<file path="config.mk">
export PLATFORM = sky130hd
export DESIGN_NAME = button_click_classifier
export DESIGN_NICKNAME = d
export VERILOG_FILES = /design/src/rtl/bcc_pkg.sv /design/src/rtl/bcc_step.sv /design/src/rtl/bcc_out_reg.sv /design/src/rtl/button_click_classifier.sv
export SDC_FILE = /design/constraint.sdc
export NUM_CORES = 1
export LEC_CHECK = 0
export BUFFER_PORTS_ARGS = -buffer_cell sky130_fd_sc_hd__buf_2
export CAP_MARGIN = 5
export CORE_AREA = 2 2 82 84
export CTS_CLUSTER_DIAMETER = 150
export DETAILED_ROUTE_END_ITERATION = 16
export DIE_AREA = 0 0 84 86
export PLACE_DENSITY = 0.73
export REMOVE_ABC_BUFFERS = 1
export SLEW_MARGIN = 10
export SYNTH_ARGS = -nofsm -noshare
export SYNTH_HDL_FRONTEND = slang
export SYNTH_SLANG_ARGS = --single-unit
</file>
<file path="constraint.sdc">
create_clock -name clk -period 4.2 [get_ports clk]
set_input_delay 0.84 -clock clk [delete_from_list [all_inputs] [get_ports clk]]
set_output_delay 0.84 -clock clk [all_outputs]
set_load 0.005 [all_outputs]
</file>
<file path="src/rtl/bcc_pkg.sv">
package bcc_pkg;

  localparam int DEBOUNCE_W  = 10;
  localparam int WINDOW_W    = 12;
  localparam int COUNT_W     = 2;
  localparam int CFG_INDEX_W = 2;
  localparam int CFG_DATA_W  = 12;

  localparam logic [DEBOUNCE_W-1:0]  DEBOUNCE_RESET = 10'd10;
  localparam logic [WINDOW_W-1:0]    WINDOW_RESET   = 12'd500;
  localparam logic [COUNT_W-1:0]     MAX_CLICKS     = 2'd2;

  // Configuration register indexes
  localparam logic [CFG_INDEX_W-1:0] REG_DEBOUNCE_TICKS     = 2'd0;
  localparam logic [CFG_INDEX_W-1:0] REG_CLICK_WINDOW_TICKS = 2'd1;

  typedef enum logic [2:0] {
    CS_UNKNOWN         = 3'd0,
    CS_SINGLE_PRESSED  = 3'd1,
    CS_SINGLE_RELEASED = 3'd2,
    CS_DOUBLE_PRESSED  = 3'd3,
    CS_DOUBLE_RELEASED = 3'd4
  } click_state_t;

  typedef struct packed {
    logic pressed;
    logic ack;
  } bcc_in_t;

  typedef struct packed {
    logic [2:0] click_state;
    logic       processed;
  } bcc_out_t;

  typedef struct packed {
    logic                  last_level;
    logic [DEBOUNCE_W-1:0] debounce_left;
    logic                  debounce_running;
    logic [WINDOW_W-1:0]   window_left;
    logic                  window_running;
    logic [COUNT_W-1:0]    click_count;
    click_state_t          settled_state;
    logic                  done_flag;
  } bcc_state_t;

  localparam bcc_state_t STATE_RESET = '{
    last_level:       1'b0,
    debounce_left:    '0,
    debounce_running: 1'b0,
    window_left:      '0,
    window_running:   1'b0,
    click_count:      '0,
    settled_state:    CS_UNKNOWN,
    done_flag:        1'b0
  };

endpackage

</file>
<file path="src/rtl/bcc_step.sv">
// Next-state logic for one tick: debounce, click counting, window expiry, acknowledge.
module bcc_step (
  input  bcc_pkg::bcc_state_t                 cur,
  input  bcc_pkg::bcc_in_t                    req,
  input  logic [bcc_pkg::DEBOUNCE_W-1:0]      debounce_ticks,
  input  logic [bcc_pkg::WINDOW_W-1:0]        click_window_ticks,
  output bcc_pkg::bcc_state_t                 nxt
);

  // A zero load behaves as one
  function automatic logic [bcc_pkg::DEBOUNCE_W-1:0] load_db(
    input logic [bcc_pkg::DEBOUNCE_W-1:0] v);
    return (v == '0) ? bcc_pkg::DEBOUNCE_W'(1) : v;
  endfunction

  function automatic logic [bcc_pkg::WINDOW_W-1:0] load_win(
    input logic [bcc_pkg::WINDOW_W-1:0] v);
    return (v == '0) ? bcc_pkg::WINDOW_W'(1) : v;
  endfunction

  function automatic bcc_pkg::click_state_t release_after(input bcc_pkg::click_state_t s);
    return (s == bcc_pkg::CS_SINGLE_PRESSED) ? bcc_pkg::CS_SINGLE_RELEASED
                                             : bcc_pkg::CS_DOUBLE_RELEASED;
  endfunction

  always_comb begin
    bcc_pkg::bcc_state_t n;
    logic                reload;
    n      = cur;
    reload = 1'b0;

    // Debounce: level change restarts, steady level counts down
    if (req.pressed != cur.last_level) begin
      n.last_level       = req.pressed;
      n.debounce_left    = load_db(debounce_ticks);
      n.debounce_running = 1'b1;
    end else if (cur.debounce_running) begin
      n.debounce_left = cur.debounce_left - bcc_pkg::DEBOUNCE_W'(1);
      if (n.debounce_left == '0) begin
        n.debounce_running = 1'b0;
        if (req.pressed) begin
          if (cur.click_count < bcc_pkg::MAX_CLICKS) begin
            n.click_count    = cur.click_count + bcc_pkg::COUNT_W'(1);
            n.window_left    = load_win(click_window_ticks);
            n.window_running = 1'b1;
            reload           = 1'b1;
          end
        end else if (cur.click_count == '0) begin
          n.settled_state = release_after(cur.settled_state);
        end
      end
    end

    // Click window; a reload this tick wins over expiry
    if (n.window_running && !reload) begin
      n.window_left = n.window_left - bcc_pkg::WINDOW_W'(1);
      if (n.window_left == '0) begin
        n.window_running = 1'b0;
        if (req.pressed) begin
          if (n.click_count == 2'd1) begin
            n.settled_state = bcc_pkg::CS_SINGLE_PRESSED;
          end else if (n.click_count >= bcc_pkg::MAX_CLICKS) begin
            n.settled_state = bcc_pkg::CS_DOUBLE_PRESSED;
          end
        end else begin
          if (n.click_count == '0) begin
            n.settled_state = release_after(n.settled_state);
          end else if (n.click_count == 2'd1) begin
            n.settled_state = bcc_pkg::CS_SINGLE_RELEASED;
          end else begin
            n.settled_state = bcc_pkg::CS_DOUBLE_RELEASED;
          end
        end
        n.done_flag   = 1'b0;
        n.click_count = '0;
      end
    end

    // Acknowledge applies last
    if (req.ack) begin
      n.done_flag = 1'b1;
    end

    nxt = n;
  end

endmodule

</file>
<file path="src/rtl/bcc_out_reg.sv">
// Result register: holds a result until taken, refills in the same cycle.
module bcc_out_reg (
  input  logic              clk,
  input  logic              rst,
  input  logic              load,
  input  bcc_pkg::bcc_out_t res,
  output logic              in_ready,
  output logic              out_valid,
  input  logic              out_ready,
  output bcc_pkg::bcc_out_t out_data
);

  assign in_ready = !out_valid || out_ready;

  // Valid flag
  always_ff @(posedge clk) begin
    if (rst) begin
      out_valid <= 1'b0;
    end else if (load) begin
      out_valid <= 1'b1;
    end else if (out_ready) begin
      out_valid <= 1'b0;
    end
  end

  // Payload
  always_ff @(posedge clk) begin
    if (load) begin
      out_data <= res;
    end
  end

endmodule

</file>
<file path="src/rtl/button_click_classifier.sv">
// Button click classifier for one button: each request carries one tick's raw
// level and an acknowledge; each request yields exactly one result, the
// settled click state and processed flag after that tick. A request is taken
// every cycle (one request per clock sustained) while the result register is
// empty or being drained; the result appears in the cycle after acceptance. The
// rate is set by the combinational update of the debounce and click-window
// counters. Configuration writes (debounce ticks, click window ticks) apply to
// later countdown loads; indexes other than the two registers are ignored.
module button_click_classifier (
  input  logic                               clk,
  input  logic                               rst,
  input  logic                               cfg_we,
  input  logic [bcc_pkg::CFG_INDEX_W-1:0]    cfg_index,
  input  logic [bcc_pkg::CFG_DATA_W-1:0]     cfg_data,
  input  logic                               in_valid,
  output logic                               in_ready,
  input  bcc_pkg::bcc_in_t                   in_data,
  output logic                               out_valid,
  input  logic                               out_ready,
  output bcc_pkg::bcc_out_t                  out_data
);

  logic [bcc_pkg::DEBOUNCE_W-1:0] debounce_ticks;
  logic [bcc_pkg::WINDOW_W-1:0]   click_window_ticks;
  bcc_pkg::bcc_state_t            state;
  bcc_pkg::bcc_state_t            state_next;
  bcc_pkg::bcc_out_t              res;
  logic                           accept;

  assign accept = in_valid && in_ready;

  // Configuration registers
  always_ff @(posedge clk) begin
    if (rst) begin
      debounce_ticks     <= bcc_pkg::DEBOUNCE_RESET;
      click_window_ticks <= bcc_pkg::WINDOW_RESET;
    end else if (cfg_we) begin
      unique case (cfg_index)
        bcc_pkg::REG_DEBOUNCE_TICKS: begin
          debounce_ticks <= cfg_data[bcc_pkg::DEBOUNCE_W-1:0];
        end
        bcc_pkg::REG_CLICK_WINDOW_TICKS: begin
          click_window_ticks <= cfg_data[bcc_pkg::WINDOW_W-1:0];
        end
        default: begin
        end
      endcase
    end
  end

  bcc_step u_step (
    .cur                (state),
    .req                (in_data),
    .debounce_ticks     (debounce_ticks),
    .click_window_ticks (click_window_ticks),
    .nxt                (state_next)
  );

  // Classifier state advances once per accepted request
  always_ff @(posedge clk) begin
    if (rst) begin
      state <= bcc_pkg::STATE_RESET;
    end else if (accept) begin
      state <= state_next;
    end
  end

  assign res.click_state = state_next.settled_state;
  assign res.processed   = state_next.done_flag;

  bcc_out_reg u_out (
    .clk       (clk),
    .rst       (rst),
    .load      (accept),
    .res       (res),
    .in_ready  (in_ready),
    .out_valid (out_valid),
    .out_ready (out_ready),
    .out_data  (out_data)
  );

endmodule

</file>
==> results.md <==
- Final worst path period share: 0.942
- Routed WL: about 8 mm
- Relative slew slack: 0.271
- Routability cong.: 0.889
- Vias in the first global route: 2902
- Worst setup EP type: flip-flop
- DIE HEIGHT: 86 um
- Synth top area share: 0.325
- Hold EP: state[0]
- Initial core utilization: 0.529
- # setup viols final: 0
- Share of cells above drive strength 1: 0.147
- Unrepaired setup endpoints after global routing: false
- Core area: roughly 6300 um^2
- Final Skew: between 0.009 and 0.01 ns
- Initial antenna violation count: 0
- Worst endpoint required time: roughly 4.4 ns
- Die X: around 84 um
- Cell accounting for the most synthesized area: dfxtp_1
- Clk slew on worst S/H paths: 0.07 ns
- Avg Inst Size Synth: 7.82 um^2
- FF-to-FF Start: state[23]
- CP Max Fanout: 11
- Hold WC Path Type: flip-flop to flip-flop
- Hold_ws: between 0.4 and 0.5 ns
- Num CTS Buffers: 9
- Mapped Area: about 3300 um^2
- Vias: around 3100
- Post-Layout Cell Count: 520
- IO buf count: 26
- Post-DP HPWL: approximately 5.5 mm
- Ys Warns: 0
- Io pins: 27
- TritonRoute pass-1 iters: 5
- Max-cap violations: 0
- Cell Rows: 29
- CTS sink cnt: 58
- Area Overhead vs Synth: 11.8%
- Maximum VDD drop: around 0.30 mV
- Clock tree buffer depth: 2
- GRT Total Usage: 0.235
- Run status: completed
- Main synth FF type: dfxtp_1
- Yosys reg bits: 58
- Data arrival, critical path: 4.15 ns
- Setup TNS Final: 0 ns
- Clock latency on the worst-skew pair: 0.35 ns
- Setup crit start kind: flip-flop
- Seq/Total Area, Yosys: 0.362
- Post-Place Worst Slack: 0.222 ns
- CTS HTree Levels: 3
- Kind of critical path: flip-flop to flip-flop
- Actual slew at the worst max-slew pin: 1.09 ns
- DRC Markers: 0
- Antenna fix cells: 0
- First-pass GRT wire length: 13.6 mm
- Hold path startpoint: state[0]
- Post-synth ARST share: 0
- Remaining global-route overflow: 0
- Final hold vios: 0
- Pin count of the biggest net entering global routing: 56
- Unique masters post-synth: 62
- Worst reg2reg endpoint: state[0]
- CTS tree: built
- Tot Pwr: 1330 uW
- Peak Freq: approximately 250 MHz
- Total die area: around 7200 um^2
- Commonest non-fill, non-tap cells in the layout: nor2_1, nand2_1, dfxtp_1
- Commonest non-fill, non-tap cell in the layout: nor2_1
- Number of synthesized flops with an enable pin: 4
- Leak Pwr: 0.00141 uW
- Placed insts: 505
- Antenna Violating Nets Remaining: 0
- Drt wl/cell: 15.5 um
- Initial DRC count: between 200 and 250
- Fin. max-slew vios: 0
- Root Driver: clkbuf_8
- Cells after synthesis: 425
- FILL cells: 567
- R2R setup slack: 0.24 ns
- PD cells: 358 nW/um^2
- PnR worst setup slack: 0.243 ns
- Worst Reg2Reg Path Length in Cells: 15
- Final nets: 465
- Most area-consuming cells after synthesis: dfxtp_1, nor2_1, nand2_1
- Hold Path Stages: 2
- Vias/cell: 6.03
- Fin crit period: 3.96 ns
## repair_timing
action | 4_1_cts | 5_1_grt
setup buffers | 0 | 0
setup endpoints to repair | 0 | 5
resized for setup | 0 | 6
hold endpoints to repair | 0 | 0
hold buffers | 0 | 0
## stage by stage
stage / cell area [um^2] / utilization
final: 3710 / 0.592
after floorplan: 3210 / -
after CTS: 3680 / 0.586
after detailed placement: 3470 / 0.552
after global routing: 3710 / 0.592
after global placement: 3470 / 0.552
## cells by family after synthesis
family,share of synthesized area
and+or+nand+nor,0.286
AOI/OAI and AO/OA,0.216
DFF,0.362
buffers and inverters,0.0520
muxes,0.0471
xor gates and xnor gates,0.0185
adders and majority gates,0.0188
## cell usage after synthesis, types with 3 or more instances
master	instances
nand4_1	3
nor2b_1	6
nand2_1	55
a2bb2oi_1	3
xor2_1	3
o22ai_1	5
edfxtp_1	4
nand2b_1	6
dfxtp_1	54
nor4_1	9
nor2_1	56
ha_1	5
o21ai_0	20
inv_1	15
o31ai_1	4
nor3_1	15
o21ai_1	3
a21o_1	3
clkbuf_1	20
a31oi_1	6
a21oi_1	34
a22oi_1	4
xnor2_1	4
a211oi_1	4
buf_2	3
nand3_1	12
nand3b_1	11
or3_1	4
mux2i_1	12
## area by class of cell
type                    instances  area [um^2]  share of cell area
inverters                      15         56.3              0.0152
clock buffers                  12          166              0.0448
clock inverters                 3         46.3              0.0125
flip-flops and latches         58         1200               0.323
well taps                      77         96.3              0.0259
repair buffers                 30          160              0.0431
multi-input cells             325         1990               0.535
## per-layer routing
metal  track usage  vias up  part of all wire
li1              -     1545                 -
met1         0.298     1479              0.44
met2         0.385       96              0.48
met3        0.0520       15             0.056
met4         0.106        0             0.022
met5             0        -                 0
## how the worst max path moves through the flow
stage | end | from | cells after the start
4_1_cts | u_out.out_data[3] | state[23] | 15
3_5_place_dp | state[0] | state[23] | 15
6_report | state[0] | state[23] | 15
5_1_grt | u_out.out_data[3] | state[23] | 15
3_3_place_gp | u_out.out_data[3] | state[23] | 15
2_1_floorplan | u_out.out_data[0] | state[23] | 11
## where the power goes
part	leakage (uW)	total [uW]	switching (uW)	internal, uW
clock network	0.000104	558	234	324
logic	0.000828	167	104	63.8
registers	0.000479	604	25.9	578
total	0.00141	1330	363	966
## worst max-delay path: stages (launching register included)
cell and delay [ns]:
dfxtp_1 0.40, or4_4 0.59, or4_4 0.55, o21ai_1 0.12, o211a_1 0.22, buf_4 0.17, nor2b_1 0.05, nor2_1 0.20
ha_4 0.23, nand3b_1 0.10, o31ai_1 0.10, nand3_1 0.13, or4b_4 0.58, a21o_1 0.21, nand2_1 0.06, a21oi_1 0.08
## sequential cells by signal (all words and copies together) (netlist names)
signal,cells
state,31
click_window_ticks,12
u_out.out_valid,1
debounce_ticks,10
u_out.out_data,4
(Power assumes the default switching activity.)
